$ cat config.mk
export PLATFORM = sky130hd
export DESIGN_NAME = send_admission_rate_gate_core
export DESIGN_NICKNAME = d
export VERILOG_FILES = /design/src/rtl/sarg_pkg.sv /design/src/rtl/sarg_judge.sv /design/src/rtl/send_admission_rate_gate_core.sv
export SDC_FILE = /design/constraint.sdc
export NUM_CORES = 2
export LEC_CHECK = 0
export BUFFER_PORTS_ARGS = -buffer_cell sky130_fd_sc_hd__clkbuf_2
export CORE_MARGIN = 2
export CORE_UTILIZATION = 53
export DETAILED_ROUTE_END_ITERATION = 8
export PLACE_DENSITY = 0.74
export SLEW_MARGIN = 20
export SYNTH_ARGS = -nofsm -noshare
export SYNTH_HDL_FRONTEND = slang
export SYNTH_SLANG_ARGS = --single-unit
$ cat constraint.sdc
create_clock -name clk_i -period 9.9 [get_ports clk_i]
set_input_delay 1.98 -clock clk_i [delete_from_list [all_inputs] [get_ports clk_i]]
set_output_delay 1.98 -clock clk_i [all_outputs]
set_load 0.005 [all_outputs]
$ cat src/rtl/sarg_pkg.sv
package sarg_pkg;

  localparam int unsigned TotalW = 31;
  localparam int unsigned CfgIdxW = 3;

  localparam logic [TotalW-1:0] TotalMax = {TotalW{1'b1}};

  // Verdict codes
  localparam logic [1:0] VerdictSend = 2'd0;
  localparam logic [1:0] VerdictHold = 2'd1;
  localparam logic [1:0] VerdictDrop = 2'd2;

  // Reason codes
  localparam logic [3:0] ReasonNone        = 4'd0;
  localparam logic [3:0] ReasonNoRecipient = 4'd1;
  localparam logic [3:0] ReasonExpired     = 4'd2;
  localparam logic [3:0] ReasonNoLink      = 4'd3;
  localparam logic [3:0] ReasonPeerChanged = 4'd4;
  localparam logic [3:0] ReasonUnverified  = 4'd5;
  localparam logic [3:0] ReasonStarting    = 4'd6;
  localparam logic [3:0] ReasonBusy        = 4'd7;
  localparam logic [3:0] ReasonBudget      = 4'd8;
  localparam logic [3:0] ReasonSpacing     = 4'd9;

  // Configuration register indexes
  localparam logic [CfgIdxW-1:0] RegBusyPendingLimit = 3'd0;
  localparam logic [CfgIdxW-1:0] RegPeerBudgetBytes  = 3'd1;
  localparam logic [CfgIdxW-1:0] RegPeerSpacingMs    = 3'd2;
  localparam logic [CfgIdxW-1:0] RegDirectWindowBytes = 3'd3;
  localparam logic [CfgIdxW-1:0] RegDirectSpacingMs  = 3'd4;
  localparam logic [CfgIdxW-1:0] RegWindowLengthMs   = 3'd5;

  typedef struct packed {
    logic        kind;
    logic [31:0] now_ms;
    logic [63:0] dest_id;
    logic [31:0] queued_at_ms;
    logic [31:0] lifetime_ms;
    logic [15:0] msg_bytes;
    logic        for_peer;
    logic        link_has_peer;
    logic [63:0] link_peer_id;
    logic        peer_verified;
    logic        link_running;
    logic [7:0]  pending_frames;
  } sarg_in_t;

  typedef struct packed {
    logic [1:0]        verdict;
    logic [3:0]        reason_code;
    logic [TotalW-1:0] peer_bytes_used;
  } sarg_out_t;

  typedef struct packed {
    logic [7:0]        busy_pending_limit;
    logic [TotalW-1:0] peer_budget_bytes;
    logic [15:0]       peer_spacing_ms;
    logic [TotalW-1:0] direct_window_bytes;
    logic [15:0]       direct_spacing_ms;
    logic [15:0]       window_length_ms;
  } sarg_cfg_t;

  typedef struct packed {
    logic [63:0]       budget_peer_id;
    logic [TotalW-1:0] peer_byte_total;
    logic [31:0]       last_peer_send_ms;
    logic [31:0]       last_direct_send_ms;
    logic [31:0]       window_start_ms;
    logic [TotalW-1:0] window_byte_total;
  } sarg_state_t;

endpackage

$ cat src/rtl/sarg_judge.sv
module sarg_judge import sarg_pkg::*; (
  input  sarg_in_t    item_i,
  input  sarg_cfg_t   cfg_i,
  input  sarg_state_t state_i,
  output sarg_state_t state_o,
  output sarg_out_t   result_o
);

  logic [TotalW:0]   size_ext;
  logic [TotalW:0]   peer_sum;
  logic [TotalW:0]   win_sum;
  logic [TotalW-1:0] peer_sat;
  logic [TotalW-1:0] win_sat;
  logic              rebudget;
  logic [TotalW-1:0] peer_total_eff;
  logic [31:0]       peer_last_eff;
  logic              roll;
  logic [TotalW-1:0] win_total_eff;
  logic              busy;
  logic              expired;
  logic              peer_path;
  logic              note_peer;
  logic [31:0]       age;
  logic [31:0]       peer_gap;
  logic [31:0]       direct_gap;
  logic [31:0]       win_age;
  logic [TotalW:0]   peer_need;
  logic [TotalW:0]   win_need;
  logic [1:0]        verdict;
  logic [3:0]        reason;

  assign size_ext = {{(TotalW+1-16){1'b0}}, item_i.msg_bytes};

  // Saturating adds used by a note-sent transaction.
  assign peer_sum = {1'b0, state_i.peer_byte_total} + size_ext;
  assign win_sum  = {1'b0, state_i.window_byte_total} + size_ext;
  assign peer_sat = peer_sum[TotalW] ? TotalMax : peer_sum[TotalW-1:0];
  assign win_sat  = win_sum[TotalW] ? TotalMax : win_sum[TotalW-1:0];

  assign age     = item_i.now_ms - item_i.queued_at_ms;
  assign expired = age > item_i.lifetime_ms;

  assign peer_path = item_i.for_peer ||
                     (item_i.link_has_peer && (item_i.dest_id == item_i.link_peer_id));
  assign note_peer = item_i.for_peer || (item_i.dest_id == state_i.budget_peer_id);

  assign busy = item_i.link_has_peer && (item_i.pending_frames > cfg_i.busy_pending_limit);

  // A new peer restarts the session budget before the remaining checks see it.
  assign rebudget       = item_i.link_peer_id != state_i.budget_peer_id;
  assign peer_total_eff = rebudget ? '0 : state_i.peer_byte_total;
  assign peer_last_eff  = rebudget ? '0 : state_i.last_peer_send_ms;
  assign peer_need      = {1'b0, peer_total_eff} + size_ext;
  assign peer_gap       = item_i.now_ms - peer_last_eff;

  assign win_age       = item_i.now_ms - state_i.window_start_ms;
  assign roll          = win_age >= {16'd0, cfg_i.window_length_ms};
  assign win_total_eff = roll ? '0 : state_i.window_byte_total;
  assign win_need      = {1'b0, win_total_eff} + size_ext;
  assign direct_gap    = item_i.now_ms - state_i.last_direct_send_ms;

  always_comb begin
    state_o = state_i;
    verdict = VerdictSend;
    reason  = ReasonNone;
    if (item_i.kind) begin
      if (note_peer) begin
        state_o.last_peer_send_ms = item_i.now_ms;
        state_o.peer_byte_total   = peer_sat;
      end else begin
        state_o.last_direct_send_ms = item_i.now_ms;
        state_o.window_byte_total   = win_sat;
      end
    end else if (item_i.dest_id == 64'd0) begin
      verdict = VerdictDrop;
      reason  = ReasonNoRecipient;
    end else if (expired) begin
      verdict = VerdictDrop;
      reason  = ReasonExpired;
    end else if (peer_path) begin
      if (!item_i.link_has_peer) begin
        verdict = VerdictHold;
        reason  = ReasonNoLink;
      end else if (item_i.link_peer_id != item_i.dest_id) begin
        verdict = VerdictDrop;
        reason  = ReasonPeerChanged;
      end else begin
        if (rebudget) begin
          state_o.budget_peer_id    = item_i.link_peer_id;
          state_o.peer_byte_total   = '0;
          state_o.last_peer_send_ms = '0;
        end
        if (!item_i.peer_verified) begin
          verdict = VerdictDrop;
          reason  = ReasonUnverified;
        end else if (!item_i.link_running) begin
          verdict = VerdictHold;
          reason  = ReasonStarting;
        end else if (busy) begin
          verdict = VerdictHold;
          reason  = ReasonBusy;
        end else if (peer_need > {1'b0, cfg_i.peer_budget_bytes}) begin
          verdict = VerdictDrop;
          reason  = ReasonBudget;
        end else if ((peer_last_eff != 32'd0) &&
                     (peer_gap < {16'd0, cfg_i.peer_spacing_ms})) begin
          verdict = VerdictHold;
          reason  = ReasonSpacing;
        end
      end
    end else begin
      if (busy) begin
        verdict = VerdictHold;
        reason  = ReasonBusy;
      end else begin
        if (roll) begin
          state_o.window_start_ms   = item_i.now_ms;
          state_o.window_byte_total = '0;
        end
        // A full window is reported as a spacing hold.
        if (win_need > {1'b0, cfg_i.direct_window_bytes}) begin
          verdict = VerdictHold;
          reason  = ReasonSpacing;
        end else if ((state_i.last_direct_send_ms != 32'd0) &&
                     (direct_gap < {16'd0, cfg_i.direct_spacing_ms})) begin
          verdict = VerdictHold;
          reason  = ReasonSpacing;
        end
      end
    end
  end

  assign result_o.verdict         = verdict;
  assign result_o.reason_code     = reason;
  assign result_o.peer_bytes_used = state_o.peer_byte_total;

endmodule

$ cat src/rtl/send_admission_rate_gate_core.sv
// A transaction accepted into the input register is judged combinationally, and its
// result enters the output register when that register is free or draining.
// Throughput: one transaction per cycle while the output drains; the state update
// and verdict are one combinational pass, so items follow back to back.
// Reset (rst_ni low, asynchronous): configuration returns to its defaults,
// all counters, times and the budget peer id clear, and both stages empty.
module send_admission_rate_gate_core import sarg_pkg::*; (
  input  logic               clk_i,
  input  logic               rst_ni,
  input  logic               cfg_we_i,
  input  logic [CfgIdxW-1:0] cfg_idx_i,
  input  logic [TotalW-1:0]  cfg_wdata_i,
  input  logic               in_valid_i,
  output logic               in_ready_o,
  input  sarg_in_t           in_data_i,
  output logic               out_valid_o,
  input  logic               out_ready_i,
  output sarg_out_t          out_data_o
);

  sarg_cfg_t   cfg_q;
  sarg_state_t state_q;
  sarg_state_t state_d;
  sarg_in_t    item_q;
  logic        item_valid_q;
  sarg_out_t   result_d;
  sarg_out_t   result_q;
  logic        result_valid_q;
  logic        advance;

  // The staged item moves on whenever the result register is free or draining.
  assign advance    = item_valid_q && (!result_valid_q || out_ready_i);
  assign in_ready_o = !item_valid_q || advance;

  sarg_judge u_judge (
    .item_i   (item_q),
    .cfg_i    (cfg_q),
    .state_i  (state_q),
    .state_o  (state_d),
    .result_o (result_d)
  );

  always_ff @(posedge clk_i or negedge rst_ni) begin
    if (!rst_ni) begin
      cfg_q.busy_pending_limit  <= 8'd8;
      cfg_q.peer_budget_bytes   <= 31'd65536;
      cfg_q.peer_spacing_ms     <= 16'd100;
      cfg_q.direct_window_bytes <= 31'd4096;
      cfg_q.direct_spacing_ms   <= 16'd50;
      cfg_q.window_length_ms    <= 16'd1000;
    end else if (cfg_we_i) begin
      case (cfg_idx_i)
        RegBusyPendingLimit:  cfg_q.busy_pending_limit  <= cfg_wdata_i[7:0];
        RegPeerBudgetBytes:   cfg_q.peer_budget_bytes   <= cfg_wdata_i;
        RegPeerSpacingMs:     cfg_q.peer_spacing_ms     <= cfg_wdata_i[15:0];
        RegDirectWindowBytes: cfg_q.direct_window_bytes <= cfg_wdata_i;
        RegDirectSpacingMs:   cfg_q.direct_spacing_ms   <= cfg_wdata_i[15:0];
        RegWindowLengthMs:    cfg_q.window_length_ms    <= cfg_wdata_i[15:0];
        default: begin
        end
      endcase
    end
  end

  always_ff @(posedge clk_i or negedge rst_ni) begin
    if (!rst_ni) begin
      state_q <= '0;
    end else if (advance) begin
      state_q <= state_d;
    end
  end

  always_ff @(posedge clk_i or negedge rst_ni) begin
    if (!rst_ni) begin
      item_valid_q   <= 1'b0;
      result_valid_q <= 1'b0;
    end else begin
      if (in_ready_o) begin
        item_valid_q <= in_valid_i;
      end
      if (advance) begin
        result_valid_q <= 1'b1;
      end else if (out_ready_i) begin
        result_valid_q <= 1'b0;
      end
    end
  end

  always_ff @(posedge clk_i) begin
    if (in_valid_i && in_ready_o) begin
      item_q <= in_data_i;
    end
    if (advance) begin
      result_q <= result_d;
    end
  end

  assign out_valid_o = result_valid_q;
  assign out_data_o  = result_q;

endmodule

# Yosys cells after proc, flatten, opt, wreduce, memory -nomap -nowiden
# Index checks and enable logic that the tools add are counted.
# W data, S select, Z words.
[word_totals]
register_bits = 632
input_bits = 292
out_inout_bits = 39
elab_cells = 152
[classes]
add_sub_neg = 8
order_cmp = 7
eq_ne = 16
muxes = 48
n_bitwise = 7
n_reduce_logical = 34
[ops]
columns = ["cell", "n"]
rows = [
  ["$mux W63", 8],
  ["$mux W31", 11],
  ["$add A31 B16 Y32", 4],
  ["$eq A64 B64 Y1", 2],
  ["$ne A64 B64 Y1", 2],
  ["$sub A32 B32 Y32", 4],
  ["$gt A32 B31 Y1", 2],
  ["$logic_not A64 Y1", 1],
  ["$lt A32 B16 Y1", 2],
  ["$reduce_bool A32 Y1", 2],
  ["$mux W4", 11],
  ["$ge A32 B16 Y1", 1],
  ["$gt A32 B32 Y1", 1],
  ["$mux W32", 1],
  ["$mux W2", 12],
  ["$reduce_and A8 Y1", 2],
  ["$reduce_and A7 Y1", 2],
  ["$ne A2 B2 Y1 const B", 6],
  ["$reduce_and A2 Y1", 6],
  ["$reduce_bool A2 Y1", 5],
  ["$gt A8 B8 Y1", 1],
  ["$not A1 Y1", 7],
  ["$eq A3 B2 Y1 const B", 2],
  ["$eq A3 B3 Y1 const B", 2],
  ["10 further kinds", 23],
]

# Logic depth before layout (Yosys ltp)
[logic_depth]
word_depth = 15
depth_mapped = 48
depth_no_buf = 45

# Modules after synthesis
# A second synthesis with hierarchy kept.
[unflattened]
hier_cells = 4197
hier_area_um2 = 43185.2
[modules_own_cells]
columns = ["mod", "instances", "cells_per_inst", "area_per_inst_um2", "seq_area_each_um2"]
rows = [
  ["send_admission_rate_gate_core", 1, 1021, 22338.9, 17285.3],
  ["sarg_judge", 1, 3176, 20846.2, 0.0],
]

# Least setup slack after synthesis
# OpenSTA, ideal clock, no wires.
[synth_path]
kind = "register to register"
from = "register item_q[221] (netlist name)"
to = "register result_q, in the netlist out_data_o[31] (data pin)"
setup_ns = 0.275
arrival_ns = 9.048
required_ns = 9.625
setup_slack_ns = 0.577
path_stages_with_launch = 47
path_buffers = 3
period_less_slack_ns = 9.323
path_cell_list = "edfxtp_1 > ha_1 > nor2b_1 > o31a_1 > o31a_1 > a21boi_1 > nor2b_1 > nor2_1 > o21ai_0 > xor2_1 > ha_1 > and4_1 > a2111oi_0 > o21ai_1 > nor4_1 > nand4b_1 > a211oi_1 > o2111ai_1 > [... 11 more ...] > o21bai_1 > a211oi_1 > o31ai_1 > and3_1 > clkbuf_1 > nand3_1 > xor2_1 > nor2_1 > ha_1 > nand4_1 > nor2_1 > and3_1 > nand3_1 > or4_1 > o221ai_1 > nor2_1 > nor4b_1 > a211oi_2"
[synth_between]
elab_chain_len = 13
word_cells_on_any_way = 26
cone_classes = "5 x add/sub; 5 x order compare; 14 x mux; 2 x reduce/logical"
[synth_lines]
columns = ["item", "line_no", "rtl"]
rows = [
  ["from (decl)", "send_admission_rate_gate_core.sv:24", "sarg_in_t item_q;"],
  ["from (signal assigned)", "send_admission_rate_gate_core.sv:91", "item_q <= in_data_i;"],
  ["parallel branches: the longest is 11 deep, another holds $sub A32 B32 Y32", "n/a", ""],
  ["$mux W2 (*)", "sarg_judge.sv:77", "end else if (expired) begin"],
  ["$mux W1 (*)", "sarg_judge.sv:74", "end else if (item_i.dest_id == 64'd0) begin"],
  ["to (signal assigned)", "send_admission_rate_gate_core.sv:94", "result_q <= result_d;"],
  ["to (decl)", "send_admission_rate_gate_core.sv:27", "sarg_out_t result_q;"],
]
# Mark *: on every way between the ends.
# A chain may end at the register's enable or synchronous reset.

# Final worst setup path
[layout_path]
from = "register state_q[32] (netlist name)"
to = "register result_q, in the netlist out_data_o[31] (data pin)"
[layout_between]
elab_chain_len = 10
[layout_lines]
columns = ["item", "line_no", "rtl"]
rows = [
  ["from (decl)", "send_admission_rate_gate_core.sv:22", "sarg_state_t state_q;"],
  ["from (signal assigned)", "send_admission_rate_gate_core.sv:69", "state_q <= state_d;"],
  ["$sub A32 B32 Y32", "sarg_judge.sv:56", "assign win_age = item_i.now_ms - state_i.window_start_ms;"],
  ["$ge A32 B16 Y1", "sarg_judge.sv:57", "assign roll = win_age >= {16'd0, cfg_i.window_length_ms};"],
  ["$mux W31", "sarg_judge.sv:58", "assign win_total_eff = roll ? '0 : state_i.window_byte_total;"],
  ["$add A31 B16 Y32", "sarg_judge.sv:59", "assign win_need = {1'b0, win_total_eff} + size_ext;"],
  ["$gt A32 B31 Y1", "sarg_judge.sv:121", "if (win_need > {1'b0, cfg_i.direct_window_bytes}) begin"],
  ["$mux W4", "sarg_judge.sv:121", ""],
  ["$mux W4", "sarg_judge.sv:112", "if (busy) begin"],
  ["$mux W4", "sarg_judge.sv:80", "end else if (peer_path) begin"],
  ["$mux W2", "sarg_judge.sv:77", ""],
  ["$mux W1", "sarg_judge.sv:74", ""],
]
# Every way passes these cells.

==> results.tsv <==
stage	metric	value	unit
setup_path	WS Path Type	register to register	
logic_synthesis	Compound-Gate Fraction of Synth Area	0.158	
logic_synthesis	sequential fraction of the synthesis area	0.442	
die	FP Rows	99	
die	Chip Height	276	microns
global_route	total track usage	0.286	
routing	total number of vias	31105	
pwr	peak supply drop	0.170	mV
logic_synthesis	largest family of logic cells by synthesized area	compound AO/OA/AOI/OAI gates	
routing	initial DRC count	2737	
clock_tree	cell at the root of the clock tree	clkbuf_16	
placement	routability cong.	0.962	
die	num ports	331	
clock_tree	CTS sink count	632	
hold_path	Worst Hold Class	register to register	
logic_synthesis	synthesized net count	4526	
routing	Via density	5.92	
logic_synthesis	adder-cell area share of the yosys netlist	0.112	
setup_path	critical path's slowest cell	or4_1	
clock_tree	CTS buffer count	73	
sta	measured slew at the worst slew-check pin	1.03	ns
setup_path	CP required	10.26	ns
die	die extent in x	276	microns
global_route	initial antenna violation count	5	
global_route	first-pass GRT wire length	169	mm
cells_and_area	post-route cell area	44700	sq um
logic_synthesis	mux cell area share after synthesis	0.0353	
placement	area post-placement	42000	sq um
global_route	GRT overflow	0	
sta	Rel. slew slack	0.305	
routing	Post-route DRC	0	
logic_synthesis	warnings from Yosys	0	
sta	final setup violation count	0	
run_status	run status	finished, final reports clean	
routing	final WL	109	mm
cells_and_area	final core utilization	0.612	
die	CORE AREA	73000	sq um
logic_synthesis	Post-Syn Area	39100	sq um
setup_path	Critical Path Max Stage Delay	0.53	ns
clock_tree	Clk Latency, worst-skew pair	0.65	ns
placement	DPL Wire Length	81.5	mm
logic_synthesis	share of flip-flops with an asynchronous set or reset	0.541	
setup_path	Max Fanout on Critical Path	19	
sta	period utilisation layout	0.937	
sta	worst hold margin	0.491	ns
logic_synthesis	Simple-Gate Fraction of Synth Area	0.130	
cells_and_area	layout net count	4871	
routing	Initial DRT Pass Iterations	6	
logic_synthesis	post-synthesis xor/xnor area fraction	0.0802	
cells_and_area	share of cells above drive strength 1	0.159	
sta	Max Fclk	108	MHz
logic_synthesis	Syn Inst Count	3890	
clock_tree	cts hold-fix bufs	0	
die	Die ar.	76000	sq um
sta	Final Hold Fails	0	
cells_and_area	Area Overhead vs Synth	14.2	%
logic_synthesis	Top FF cell, synth	dfrtp_1	
clock_tree	CTS tree	built	
clock_tree	clock-pin slew on the worst setup and hold paths	0.06	ns
routing	antenna viol nets, final	0	
placement	IO Port Bufs	330	
global_route	largest net degree at the start of global routing	139	
setup_path	Crit path top cell by count	nor2_1	
setup_path	type of origin of the critical path	register	
logic_synthesis	Avg Cell Area, Syn	10.1	sq um
clock_tree	H-tree Lvls	3	
sta	Worst Skew	0.0436	ns
sta	Final Slew Violations	0	
setup_path	CP arrival	9.64	ns
sta	min Tclk post-route	9.27	ns
pwr	Power Density	214	nW/um^2
global_route	vias in the first global route	30484	
routing	Avg WL per Cell	20.7	microns
flow_run	Max Cap Violations	0	
pwr	P_leak	20.1	nW
logic_synthesis	Distinct cells, synth	89	
die	Initial Utilization	0.536	
setup_path	crit end category	register	
logic_synthesis	Synth Register Bits	632	
clock_tree	clock tree buffer depth	3	
logic_synthesis	Post-synth EDFFs	290	
-- cell usage after synthesis, types with 18 or more instances --
library cell / count / area (sq um)
xnor2_1: 137 / 1200
nor2_1: 174 / 653
or3_1: 28 / 175
nand3_1: 86 / 430
a21oi_1: 202 / 1010
a22o_1: 52 / 455
nand2_1: 347 / 1300
inv_1: 321 / 1200
and2_1: 45 / 282
a211oi_1: 25 / 188
edfxtp_1: 290 / 8710
o21ai_0: 256 / 1280
nor4_1: 90 / 563
clkbuf_1: 95 / 357
nor3_1: 52 / 260
ha_1: 336 / 4200
o21ai_1: 55 / 275
o21a_1: 44 / 330
xor2_1: 221 / 1940
dfrtp_1: 327 / 8180
a31oi_1: 24 / 150
nand4_1: 79 / 494
a21o_1: 94 / 706
nor2b_1: 36 / 225
nand2b_1: 27 / 169
and3_1: 18 / 113
o31ai_1: 18 / 135
mux2_2: 112 / 1260
o21bai_1: 27 / 203
-- cell usage in the layout, fill, tap and decap left out, types with 13 or more instances in the layout --
master and n:
xor2_1 221, edfxtp_1 290, nand2_1 347, a31oi_1 23, inv_1 319, mux2_2 112
a21o_1 94, o21bai_1 27, clkbuf_2 329, nand3_1 86, nand2b_1 27, ha_1 335
or3_1 28, dfrtp_1 327, and2_1 44, clkinv_2 13, buf_4 55, nand4_1 79
a211oi_1 24, a22o_1 52, xnor2_1 137, o21ai_0 255, nor2b_1 36, nor3_1 50
and3_1 17, o21a_1 44, a21oi_1 199, dfstp_2 15, o31ai_1 17, nor4_1 89
o21ai_1 56, clkbuf_1 16, a21boi_0 14, nor2_1 171, o211ai_1 15, clkbuf_16 73
-- cell type report --
cell class                 instances  area (sq um)
clock buffer                      93          1940
timing repair buffer             387          2110
antenna                            2          5.00
fill                            5974         28300
tap                              959          1200
clock inverter                    43           651
multi-input combinational       2820         20300
sequential                       632         17300
inverter                         321          1200
-- final timing paths --
check | startpoint | end | slack (ns) | depth (start not counted)
worst max register to register | state_q[32] | out_data_o[31] | 0.63 | 45
worst max-delay path | state_q[32] | out_data_o[31] | 0.63 | 45
min in group asynchronous | rst_ni | state_q[64] | 1.36 | 1
max in group asynchronous | rst_ni | cfg_q[48] | 7.06 | 2
worst min-delay path | item_valid_q | out_valid_o | 0.49 | 1
worst min register to register | item_valid_q | out_valid_o | 0.49 | 1
-- power by group --
| group | internal, W | leakage, nW | switching, W |
|---|---|---|---|
| clock | 0.00171 | 1.25 | 0.00120 |
| combinational | 0.00134 | 11.7 | 0.00188 |
| sequential | 0.00318 | 7.12 | 0.000266 |
-- through the flow --
step           TNS [ns]  std cells  worst slack [ns]  power, W
2_1_floorplan         0       3890             0.577   0.00574
3_3_place_gp          0       5114             0.167   0.00656
3_5_place_dp     -0.206       5114            -0.107   0.00662
4_1_cts               0       5250            0.0133   0.00956
5_1_grt         -0.0451       5257           -0.0326    0.0101
6_report              0       5257             0.626   0.00958
-- state kept, by name, indices dropped and copies added, names as in the netlist --
register	flops
item_q	253
state_q	222
cfg_q	118
out_data_o	37
item_valid_q	1
out_valid_o	1
-- kinds of logic (layout without fill, tap and decap cells) --
| kind of cell | Yosys count | after routing |
|---|---|---|
| AND/OR/NAND/NOR | 1036 | 1036 |
| adder cells (fa/ha/maj) | 344 | 344 |
| other | 0 | 2 |
| buffers and inverters | 438 | 844 |
| multiplexers | 123 | 123 |
| AO/OA/AOI/OAI | 959 | 959 |
| XOR/XNOR | 358 | 358 |
| flip-flops | 632 | 632 |
-- worst max-delay path, delay by kind of cell (launching register included) --
family / cells / cell delay [ns]
xor gates and xnor gates: 2 / 0.32
buffers and inverters: 3 / 0.40
and+or+nand+nor: 19 / 3.43
AOI/OAI and AO/OA: 17 / 3.35
DFF: 1 / 0.37
adders and majority gates: 4 / 1.14
-- per-layer routing --
metal,global-route usage,routed length (microns)
met3,0.0398,7440
met4,0.114,3960
met2,0.452,49700
met5,0,13
met1,0.397,47800
-- what timing repair did --
action                                  in CTS  in global routing
resized for setup                            2                 14
endpoints found under the setup margin       2                  3
pin swaps                                    1                 10
gates cloned                                 0                  0
setup buffers                                0                  5
Note: power is estimated with default switching activity, not from simulation.
